**src/rtl/mpm_pkg.sv**
```systemverilog
// Shared types, constants and compare functions for the multichannel peak meter.
// Depends on nothing; every other file of the block uses it by scoped names.
package mpm_pkg;

    localparam int LANE_COUNT       = 8;
    localparam int SAMPLE_W         = 32;
    localparam int COUNT_W          = 4;
    localparam int CHAN_IDX_W       = 3;
    localparam int CFG_INDEX_W      = 4;
    localparam int CFG_DATA_W       = 8;
    localparam int MAX_CHANNELS_DEF = 8;
    localparam int QUEUE_DEPTH      = 2;

    localparam logic [CFG_INDEX_W-1:0] CFG_CHANNEL_COUNT = 4'd0;
    localparam logic [CFG_INDEX_W-1:0] CFG_SAMPLE_FORMAT = 4'd1;

    localparam logic FMT_F32 = 1'b0;
    localparam logic FMT_S16 = 1'b1;

    localparam logic [COUNT_W-1:0] CHANNEL_COUNT_RST = 4'd4;

    typedef struct packed {
        logic [SAMPLE_W-1:0] lane0_sample;
        logic [SAMPLE_W-1:0] lane1_sample;
        logic [SAMPLE_W-1:0] lane2_sample;
        logic [SAMPLE_W-1:0] lane3_sample;
        logic [SAMPLE_W-1:0] lane4_sample;
        logic [SAMPLE_W-1:0] lane5_sample;
        logic [SAMPLE_W-1:0] lane6_sample;
        logic [SAMPLE_W-1:0] lane7_sample;
        logic                last_frame;
    } t_in_item;

    typedef struct packed {
        logic [CHAN_IDX_W-1:0] channel_index;
        logic [SAMPLE_W-1:0]   peak_value;
        logic                  last_peak;
    } t_out_item;

    typedef struct packed {
        logic full;
        logic empty;
    } t_q_status;

    function automatic logic f32_is_nan(input logic [SAMPLE_W-1:0] v);
        return (v[30:23] == 8'hFF) && (v[22:0] != 23'd0);
    endfunction

    function automatic logic [SAMPLE_W-1:0] f32_key(input logic [SAMPLE_W-1:0] v);
        return v[31] ? ~v : {1'b1, v[30:0]};
    endfunction

    // IEEE ordered a < b on single-precision bit patterns.
    function automatic logic f32_less(input logic [SAMPLE_W-1:0] a,
                                      input logic [SAMPLE_W-1:0] b);
        logic res;
        res = 1'b0;
        if (!f32_is_nan(a) && !f32_is_nan(b) && ((a[30:0] | b[30:0]) != 31'd0)) begin
            res = f32_key(a) < f32_key(b);
        end
        return res;
    endfunction

endpackage

```
**src/rtl/mpm_front.sv**
```systemverilog
// Front part: configuration registers, per-channel peak update and report snapshot.
// Depends on mpm_pkg; pushes one report per last frame into mpm_queue.
module mpm_front #(
    parameter int MAX_CHANNELS = mpm_pkg::MAX_CHANNELS_DEF,
    parameter int PEAKS        = (MAX_CHANNELS < mpm_pkg::LANE_COUNT)
                                 ? MAX_CHANNELS : mpm_pkg::LANE_COUNT,
    parameter int REPORT_W     = PEAKS * mpm_pkg::SAMPLE_W + mpm_pkg::COUNT_W
) (
    input  logic                               i_clk,
    input  logic                               i_rst_n,
    input  logic                               i_in_valid,
    output logic                               o_in_stall,
    input  mpm_pkg::t_in_item                  i_in_item,
    input  logic                               i_cfg_valid,
    input  logic [mpm_pkg::CFG_INDEX_W-1:0]    i_cfg_index,
    input  logic [mpm_pkg::CFG_DATA_W-1:0]     i_cfg_data,
    input  mpm_pkg::t_q_status                 i_q_status,
    output logic                               o_push,
    output logic [REPORT_W-1:0]                o_report
);

    logic [mpm_pkg::COUNT_W-1:0]                    r_channel_count;
    logic                                           r_sample_format;
    logic                                           r_fresh;
    logic [PEAKS-1:0][mpm_pkg::SAMPLE_W-1:0]        r_peak;
    logic [PEAKS-1:0][mpm_pkg::SAMPLE_W-1:0]        n_peak;
    logic [PEAKS-1:0][mpm_pkg::SAMPLE_W-1:0]        w_snap;
    logic [mpm_pkg::LANE_COUNT-1:0][mpm_pkg::SAMPLE_W-1:0] w_lane;
    logic [mpm_pkg::COUNT_W-1:0]                    w_active;
    logic                                           w_accept;

    assign w_lane[0] = i_in_item.lane0_sample;
    assign w_lane[1] = i_in_item.lane1_sample;
    assign w_lane[2] = i_in_item.lane2_sample;
    assign w_lane[3] = i_in_item.lane3_sample;
    assign w_lane[4] = i_in_item.lane4_sample;
    assign w_lane[5] = i_in_item.lane5_sample;
    assign w_lane[6] = i_in_item.lane6_sample;
    assign w_lane[7] = i_in_item.lane7_sample;

    always_comb begin
        priority if (r_channel_count == '0) begin
            w_active = mpm_pkg::COUNT_W'(1);
        end else if (r_channel_count > mpm_pkg::COUNT_W'(PEAKS)) begin
            w_active = mpm_pkg::COUNT_W'(PEAKS);
        end else begin
            w_active = r_channel_count;
        end
    end

    assign o_in_stall = i_q_status.full && i_in_item.last_frame;
    assign w_accept   = i_in_valid && !o_in_stall;

    always_comb begin
        logic [mpm_pkg::SAMPLE_W-1:0] base;
        logic [mpm_pkg::SAMPLE_W-1:0] s;
        logic                         take;
        for (int k = 0; k < PEAKS; k++) begin
            base = r_fresh ? '0 : r_peak[k];
            s    = w_lane[k];
            if (r_sample_format == mpm_pkg::FMT_S16) begin
                take = !($signed(s[15:0]) < $signed(base[15:0]));
            end else begin
                take = !mpm_pkg::f32_less(s, base);
            end
            n_peak[k] = base;
            if ((mpm_pkg::COUNT_W'(k) < w_active) && take) begin
                n_peak[k] = (r_sample_format == mpm_pkg::FMT_S16) ? {16'd0, s[15:0]} : s;
            end
            w_snap[k] = (r_sample_format == mpm_pkg::FMT_S16)
                        ? {16'd0, n_peak[k][15:0]} : n_peak[k];
        end
    end

    assign o_push   = w_accept && i_in_item.last_frame;
    assign o_report = {w_active, w_snap};

    always_ff @(posedge i_clk) begin
        if (!i_rst_n) begin
            r_channel_count <= mpm_pkg::CHANNEL_COUNT_RST;
            r_sample_format <= mpm_pkg::FMT_F32;
            r_fresh         <= 1'b1;
        end else begin
            if (i_cfg_valid && (i_cfg_index == mpm_pkg::CFG_CHANNEL_COUNT)) begin
                r_channel_count <= i_cfg_data[mpm_pkg::COUNT_W-1:0];
            end
            if (i_cfg_valid && (i_cfg_index == mpm_pkg::CFG_SAMPLE_FORMAT)) begin
                r_sample_format <= i_cfg_data[0];
            end
            if (w_accept) begin
                r_fresh <= i_in_item.last_frame;
            end
        end
    end

    always_ff @(posedge i_clk) begin
        if (w_accept) begin
            r_peak <= n_peak;
        end
    end

endmodule

```
**src/rtl/mpm_queue.sv**
```systemverilog
// Short report queue between the front and back parts of the peak meter.
// Depends on mpm_pkg for its depth and status struct.
module mpm_queue #(
    parameter int WIDTH = 36
) (
    input  logic               i_clk,
    input  logic               i_rst_n,
    input  logic               i_push,
    input  logic [WIDTH-1:0]   i_data,
    input  logic               i_pop,
    output logic [WIDTH-1:0]   o_data,
    output mpm_pkg::t_q_status o_status
);

    localparam int PTR_W = (mpm_pkg::QUEUE_DEPTH > 1) ? $clog2(mpm_pkg::QUEUE_DEPTH) : 1;
    localparam int CNT_W = $clog2(mpm_pkg::QUEUE_DEPTH + 1);

    logic [WIDTH-1:0] r_mem [mpm_pkg::QUEUE_DEPTH];
    logic [PTR_W-1:0] r_wr;
    logic [PTR_W-1:0] r_rd;
    logic [CNT_W-1:0] r_cnt;
    logic             w_push;
    logic             w_pop;

    assign o_status.full  = (r_cnt == CNT_W'(mpm_pkg::QUEUE_DEPTH));
    assign o_status.empty = (r_cnt == '0);
    assign o_data         = r_mem[r_rd];
    assign w_push         = i_push && !o_status.full;
    assign w_pop          = i_pop && !o_status.empty;

    always_ff @(posedge i_clk) begin
        if (!i_rst_n) begin
            r_wr  <= '0;
            r_rd  <= '0;
            r_cnt <= '0;
        end else begin
            if (w_push) begin
                r_wr <= (r_wr == PTR_W'(mpm_pkg::QUEUE_DEPTH - 1)) ? '0 : r_wr + 1'b1;
            end
            if (w_pop) begin
                r_rd <= (r_rd == PTR_W'(mpm_pkg::QUEUE_DEPTH - 1)) ? '0 : r_rd + 1'b1;
            end
            unique case ({w_push, w_pop})
                2'b10:   r_cnt <= r_cnt + 1'b1;
                2'b01:   r_cnt <= r_cnt - 1'b1;
                default: r_cnt <= r_cnt;
            endcase
        end
    end

    always_ff @(posedge i_clk) begin
        if (w_push) begin
            r_mem[r_wr] <= i_data;
        end
    end

endmodule

```
**src/rtl/mpm_back.sv**
```systemverilog
// Back part: walks the report at the queue head and emits one result beat per channel.
// Depends on mpm_pkg; pops mpm_queue as the last channel's beat is taken.
module mpm_back #(
    parameter int MAX_CHANNELS = mpm_pkg::MAX_CHANNELS_DEF,
    parameter int PEAKS        = (MAX_CHANNELS < mpm_pkg::LANE_COUNT)
                                 ? MAX_CHANNELS : mpm_pkg::LANE_COUNT,
    parameter int REPORT_W     = PEAKS * mpm_pkg::SAMPLE_W + mpm_pkg::COUNT_W
) (
    input  logic                  i_clk,
    input  logic                  i_rst_n,
    input  logic [REPORT_W-1:0]   i_report,
    input  mpm_pkg::t_q_status    i_q_status,
    output logic                  o_pop,
    output logic                  o_out_valid,
    input  logic                  i_out_stall,
    output mpm_pkg::t_out_item    o_out_item
);

    localparam int IDX_W = (PEAKS > 1) ? $clog2(PEAKS) : 1;

    logic [mpm_pkg::CHAN_IDX_W-1:0]           r_idx;
    logic [PEAKS-1:0][mpm_pkg::SAMPLE_W-1:0]  w_peaks;
    logic [mpm_pkg::COUNT_W-1:0]              w_count;
    logic                                     w_last;
    logic                                     w_take;

    assign w_peaks = i_report[PEAKS*mpm_pkg::SAMPLE_W-1:0];
    assign w_count = i_report[REPORT_W-1 -: mpm_pkg::COUNT_W];
    assign w_last  = ({1'b0, r_idx} + mpm_pkg::COUNT_W'(1)) == w_count;

    assign o_out_valid              = !i_q_status.empty;
    assign o_out_item.channel_index = r_idx;
    assign o_out_item.peak_value    = w_peaks[r_idx[IDX_W-1:0]];
    assign o_out_item.last_peak     = w_last;

    assign w_take = o_out_valid && !i_out_stall;
    assign o_pop  = w_take && w_last;

    always_ff @(posedge i_clk) begin
        if (!i_rst_n) begin
            r_idx <= '0;
        end else if (w_take) begin
            r_idx <= w_last ? '0 : r_idx + 1'b1;
        end
    end

endmodule

```
**src/rtl/multichannel_peak_meter.sv**
```systemverilog
// Top level of the multichannel peak meter: front, report queue and back.
// Depends on mpm_pkg, mpm_front, mpm_queue and mpm_back.
//
// Channel   Direction  Handshake            Beat
// in        to block   i_in_valid/o_in_stall  one frame of eight lanes and a last flag
// out       from block o_out_valid/i_out_stall one channel peak
// cfg       to block   i_cfg_valid/o_cfg_ready register index and write data
//
// A frame is taken every cycle unless o_in_stall holds it; its peaks are updated in the cycle it is accepted.
// A last frame queues a report, and the back emits one result per active channel per cycle while i_out_stall is low.
// A last frame stalls only while two reports are already waiting in the queue.
// Reset is synchronous; peaks read as zero through the fresh-buffer flag, with no clearing pass.
module multichannel_peak_meter #(
    parameter int MAX_CHANNELS = mpm_pkg::MAX_CHANNELS_DEF
) (
    input  logic                            i_clk,
    input  logic                            i_rst_n,
    input  logic                            i_in_valid,
    output logic                            o_in_stall,
    input  mpm_pkg::t_in_item               i_in_item,
    output logic                            o_out_valid,
    input  logic                            i_out_stall,
    output mpm_pkg::t_out_item              o_out_item,
    input  logic                            i_cfg_valid,
    output logic                            o_cfg_ready,
    input  logic [mpm_pkg::CFG_INDEX_W-1:0] i_cfg_index,
    input  logic [mpm_pkg::CFG_DATA_W-1:0]  i_cfg_data
);

    localparam int PEAKS    = (MAX_CHANNELS < mpm_pkg::LANE_COUNT)
                              ? MAX_CHANNELS : mpm_pkg::LANE_COUNT;
    localparam int REPORT_W = PEAKS * mpm_pkg::SAMPLE_W + mpm_pkg::COUNT_W;

    logic                 w_push;
    logic                 w_pop;
    logic [REPORT_W-1:0]  w_report_in;
    logic [REPORT_W-1:0]  w_report_out;
    mpm_pkg::t_q_status   w_q_status;

    assign o_cfg_ready = 1'b1;

    mpm_front #(
        .MAX_CHANNELS (MAX_CHANNELS),
        .PEAKS        (PEAKS),
        .REPORT_W     (REPORT_W)
    ) u_front (
        .i_clk       (i_clk),
        .i_rst_n     (i_rst_n),
        .i_in_valid  (i_in_valid),
        .o_in_stall  (o_in_stall),
        .i_in_item   (i_in_item),
        .i_cfg_valid (i_cfg_valid && o_cfg_ready),
        .i_cfg_index (i_cfg_index),
        .i_cfg_data  (i_cfg_data),
        .i_q_status  (w_q_status),
        .o_push      (w_push),
        .o_report    (w_report_in)
    );

    mpm_queue #(
        .WIDTH (REPORT_W)
    ) u_queue (
        .i_clk    (i_clk),
        .i_rst_n  (i_rst_n),
        .i_push   (w_push),
        .i_data   (w_report_in),
        .i_pop    (w_pop),
        .o_data   (w_report_out),
        .o_status (w_q_status)
    );

    mpm_back #(
        .MAX_CHANNELS (MAX_CHANNELS),
        .PEAKS        (PEAKS),
        .REPORT_W     (REPORT_W)
    ) u_back (
        .i_clk       (i_clk),
        .i_rst_n     (i_rst_n),
        .i_report    (w_report_out),
        .i_q_status  (w_q_status),
        .o_pop       (w_pop),
        .o_out_valid (o_out_valid),
        .i_out_stall (i_out_stall),
        .o_out_item  (o_out_item)
    );

endmodule
```
**config.mk**
```make
export PLATFORM = sky130hd
export DESIGN_NAME = multichannel_peak_meter
export DESIGN_NICKNAME = d
export VERILOG_FILES = /design/src/rtl/mpm_pkg.sv /design/src/rtl/mpm_front.sv /design/src/rtl/mpm_queue.sv /design/src/rtl/mpm_back.sv /design/src/rtl/multichannel_peak_meter.sv
export SDC_FILE = /design/constraint.sdc
export NUM_CORES = 2
export LEC_CHECK = 0
export BUFFER_PORTS_ARGS = -buffer_cell sky130_fd_sc_hd__buf_2
export CORE_ASPECT_RATIO = 2
export CORE_UTILIZATION = 50
export DETAILED_ROUTE_END_ITERATION = 7
export PLACE_DENSITY = 0.7
export SETUP_SLACK_MARGIN = 0.2
export SKIP_CTS_REPAIR_TIMING = 1
export SLEW_MARGIN = 20
export SYNTH_ARGS = -nofsm -noshare
export SYNTH_HDL_FRONTEND = slang
export SYNTH_SLANG_ARGS = --single-unit
```
**constraint.sdc**
```tcl
create_clock -name i_clk -period 25 [get_ports i_clk]
set_clock_uncertainty 0.05 [all_clocks]
set_input_delay 5 -clock i_clk [delete_from_list [all_inputs] [get_ports i_clk]]
set_output_delay 5 -clock i_clk [all_outputs]
set_load 0.03 [all_outputs]
```
==> results.txt <==
After routing, the total negative slack on setup checks comes to 0 ns. The first routing iteration left about 3200 violations. The data arrival time of the worst path came out at 5.50 ns. Counting every net in the synthesized netlist gives 5231. The average wire per cell in the routed design is between 20 and 30 um. The final weighted congestion in routability-driven placement came out at about 0.97. The die covers approximately 100000 um^2.

The mean post-synth cell area came out at roughly 11 um^2. The capturing element type of the critical path is a primary output. The height of the die is ~450 um. For this run, the top clock speed supported by timing is between 0.09 and 0.1 GHz. Among all stages on the critical path, the largest delay is contributed by buf_2. The classification of the worst setup path is in -> out.

For this run, the total global-route usage over all layers was measured as about 30%. The final cycle utilization of the critical path is a little over two fifths. The routed layout has around 38000 vias.

The leakage component of the power came out at 21.66 nW. Clock-pin slew was measured on the worst setup and hold paths at approximately 0.06 ns. Sequential elements use between 40 and 50% of the synthesized area. The half-perimeter wire length after detailed placement is 117.1 mm. The initial antenna violation count came to 3. The combinational fraction of design power is 20.7%. The residual overflow from global routing is 0. The maximum resistive drop on vdd is approximately 0.045 mV. The later pin in the worst-skew pair is clocked with a latency of 0.67 ns.

The via density per instance came out at 6.227. The root buffer cell chosen for the clock tree is clkbuf_16. The floorplan step set the die width to 227.6 um. The switching power share of the total came out at 30.15%. The number of search-and-repair iterations in the first detailed-routing pass is 6. The total power per unit cell area came out at 63.17 nW/um^2.

The max-capacitance violation count is 0. The post-synthesis register bit count is 790. Synthesis instantiated between 70 and 80 different standard cells from the library. Of all flip-flops after synthesis, the portion carrying an async set or reset was 0%. The mapped cell area came out at 50900 um^2. The total routed wirelength came out at between 150 and 200 mm. Summed over all nets, the switching power comes to 1.068 mW. In this run the worst hold path is classified as reg -> reg. Of all cell types, the one taking the most synthesized area is edfxtp_1. The worst setup path is launched from an input pin. In this run the standard cell core region covers a little over 100000 um^2. The clock buffer count from CTS came out at 73. The required time of the worst setup path is between 15 and 20 ns. The transition time at the pin with the least slew margin is 1.133 ns. The count of synthesis-stage warnings from yosys is 0. In this run the tightest slew margin relative to its limit is 24.49%. The final period demand of the worst path is around 11 ns. The post-detailed-route DRC marker count came out at 0. The I/O pin count is about 310. The maximum number of pins on one net before global-route repair came out at 182. The number of routed nets with antenna violations is 0. The post-synthesis to final-layout area growth came out at 10.16%. The internal power of the cells totals roughly 2.5 mW.

The flow ran to the end, and the final reports show no timing, DRC or antenna violations. The post-synthesis instance total came out at approximately 4500. By instance count, the cell type seen most on the critical path is buf_2. The number of nets in the finished design came out at about 5400. Yosys mapped a number of flops with a built-in enable equal to 776. In the final layout, the share of cells above drive strength 1 is 13.40%.

Once the floorplan was initialized, standard cells occupied about half of the core. TritonCTS built the clock tree. The count of placed standard cells in the final layout, fillers left out came out at between 6000 and 7000. The primary flip-flop cell chosen by synthesis mapping is edfxtp_1. The number of endpoints with negative hold slack in the final report is 0. The via count of the first global-routing pass is approximately 37000. Setup repair after global routing left no endpoint under its margin. Port buffering added 307 buffers.

The max-slew violation count came out at 0. By area the synthesized netlist is led by edfxtp_1 (46%), ha_1 (12%), xor2_1 (8.4%). The number of placed instances, taps included, is slightly below 6000. The first global-routing pass estimated approximately 230 mm of wire. The number of setup violations in the final report came out at 0. The signal on the critical path passes through buf_2 -> nand3b_1 -> inv_1 -> buf_2.

The share of power burned in the clock network came out at 33.2%. The H-tree was split into 3 levels. The largest fanout of any net on the critical path is 3. In this run, flip-flops and latches consume 46.1% of the power. Setup slack on the worst reg-to-reg path comes out at 18.87 ns.

The maximum number of buffers from clock root to sink is 3. The delay contributed by the slowest stage of the critical path is 0.18 ns. The area share of the leading cell type in the synthesized netlist is 45.78%. The clock sink count came out at between 700 and 800. The row count came out at about 170.
## worst max-delay path, delay by kind of cell
kind / cells / cell delay (ns)
buf+inv: 3 / 0.36
simple gates: 1 / 0.12
## power groups by stage
stage / combinational [mW] / clock (mW) / sequential, mW
6_report: 0.735 / 1.17 / 1.63
5_1_grt: 0.801 / 1.23 / 1.64
4_1_cts: 0.730 / 1.19 / 1.63
3_5_place_dp: 0.726 / 0 / 1.66
3_3_place_gp: 0.713 / 0 / 1.66
2_1_floorplan: 0.476 / 0 / 1.65
## cells by family (layout without fill, tap and decap cells)
| kind of cell | after synthesis | after routing | synth area share [%] |
|---|---|---|---|
| AOI/OAI and AO/OA | 767 | 767 | 10.69 |
| xor gates and xnor gates | 506 | 506 | 8.707 |
| adders and majority gates | 490 | 490 | 12.04 |
| buffers and inverters | 445 | 680 | 3.397 |
| DFF | 790 | 790 | 46.33 |
| muxes | 324 | 324 | 8.016 |
| other | 1 | 4 | 0.007367 |
| and+or+nand+nor | 1144 | 1144 | 10.80 |
## path summary, 6_finish.rpt
check | from | endpoint | cells after the start
worst min-delay path | u_queue.r_cnt[1]$_SDFFE_PN0P_ | u_queue.r_cnt[1]$_SDFFE_PN0P_ | 2
worst min register to register | u_queue.r_cnt[1]$_SDFFE_PN0P_ | u_queue.r_cnt[1]$_SDFFE_PN0P_ | 2
worst max-delay path | i_in_item[0] | o_in_stall | 4
worst max register to register | u_front.r_fresh$_SDFFE_PN1P_ | u_queue.r_mem[1][6]$_DFFE_PP_ | 14
## cell usage in the layout (no fill, tap or decap), types with 32 or more instances in the layout
cell type  instances
a221oi_1          41
a22o_1            93
clkbuf_16         75
ha_1             490
a31o_2            33
a21oi_1          149
nor4_1           114
inv_1            188
nand3_1           47
xor2_1           491
a21o_1            36
nor2_1            96
mux4_2            64
mux2i_1          231
buf_4             47
a32o_1            76
buf_2            307
o21ai_0          167
nand4_1          107
nor3_1            49
a22oi_1           32
edfxtp_1         776
nand2_1          569
## Yosys cell counts, drive strengths merged (49+ instances only)
library cell,instances
a21oi,150
a22o,93
a32o,76
buf,63
clkbuf,192
edfxtp,776
ha,490
inv,190
mux2i,231
mux4,64
nand2,570
nand4,107
nor2,103
nor3,49
nor4,114
o21ai,167
xor2,491
## flip-flops by register name, summed over array words and instances (netlist names), named ones only
signal,flops
u_back.r_idx,3
u_front.r_channel_count,4
u_front.r_fresh,1
u_front.r_peak,256
u_front.r_sample_format,1
u_queue.r_cnt,2
u_queue.r_mem,520
u_queue.r_rd,1
u_queue.r_wr,1
## per-stage QoR
| stage | hold WS, ns | worst slack [ns] | cell area [um^2] | power [mW] | utilization, % |
|---|---|---|---|---|---|
| floorplan | 0.4224 | 1.146 | 50900 | 2.128 | - |
| global placement | 0.4568 | 14.46 | 53590 | 2.369 | 53.09 |
| detailed placement | 0.4948 | 14.45 | 53600 | 2.385 | 53.09 |
| CTS | 0.5115 | 14.45 | 56060 | 3.547 | 55.53 |
| global route | 0.5190 | 14.39 | 56070 | 3.669 | 55.54 |
| finish | 0.5150 | 14.45 | 56070 | 3.542 | 55.54 |
## layer usage
layer | global-route usage (%) | routed length, um
met2 | 53.61 | 80460
met3 | 4.535 | 9382
met5 | 0 | 0
met1 | 31.95 | 53690
met4 | 21.82 | 12900
## area by class of cell
cell class / instances / area, um^2
fillers: 8577 / 44880
multi-input cells: 3232 / 25670
flip-flops and latches: 790 / 23590
repair buffers: 357 / 1949
clock buffers: 85 / 1914
well taps: 1336 / 1672
inverters: 190 / 720.7
clock inverters: 48 / 544.3
diodes: 3 / 7.507
Note: power is estimated with default switching activity, not from simulation.
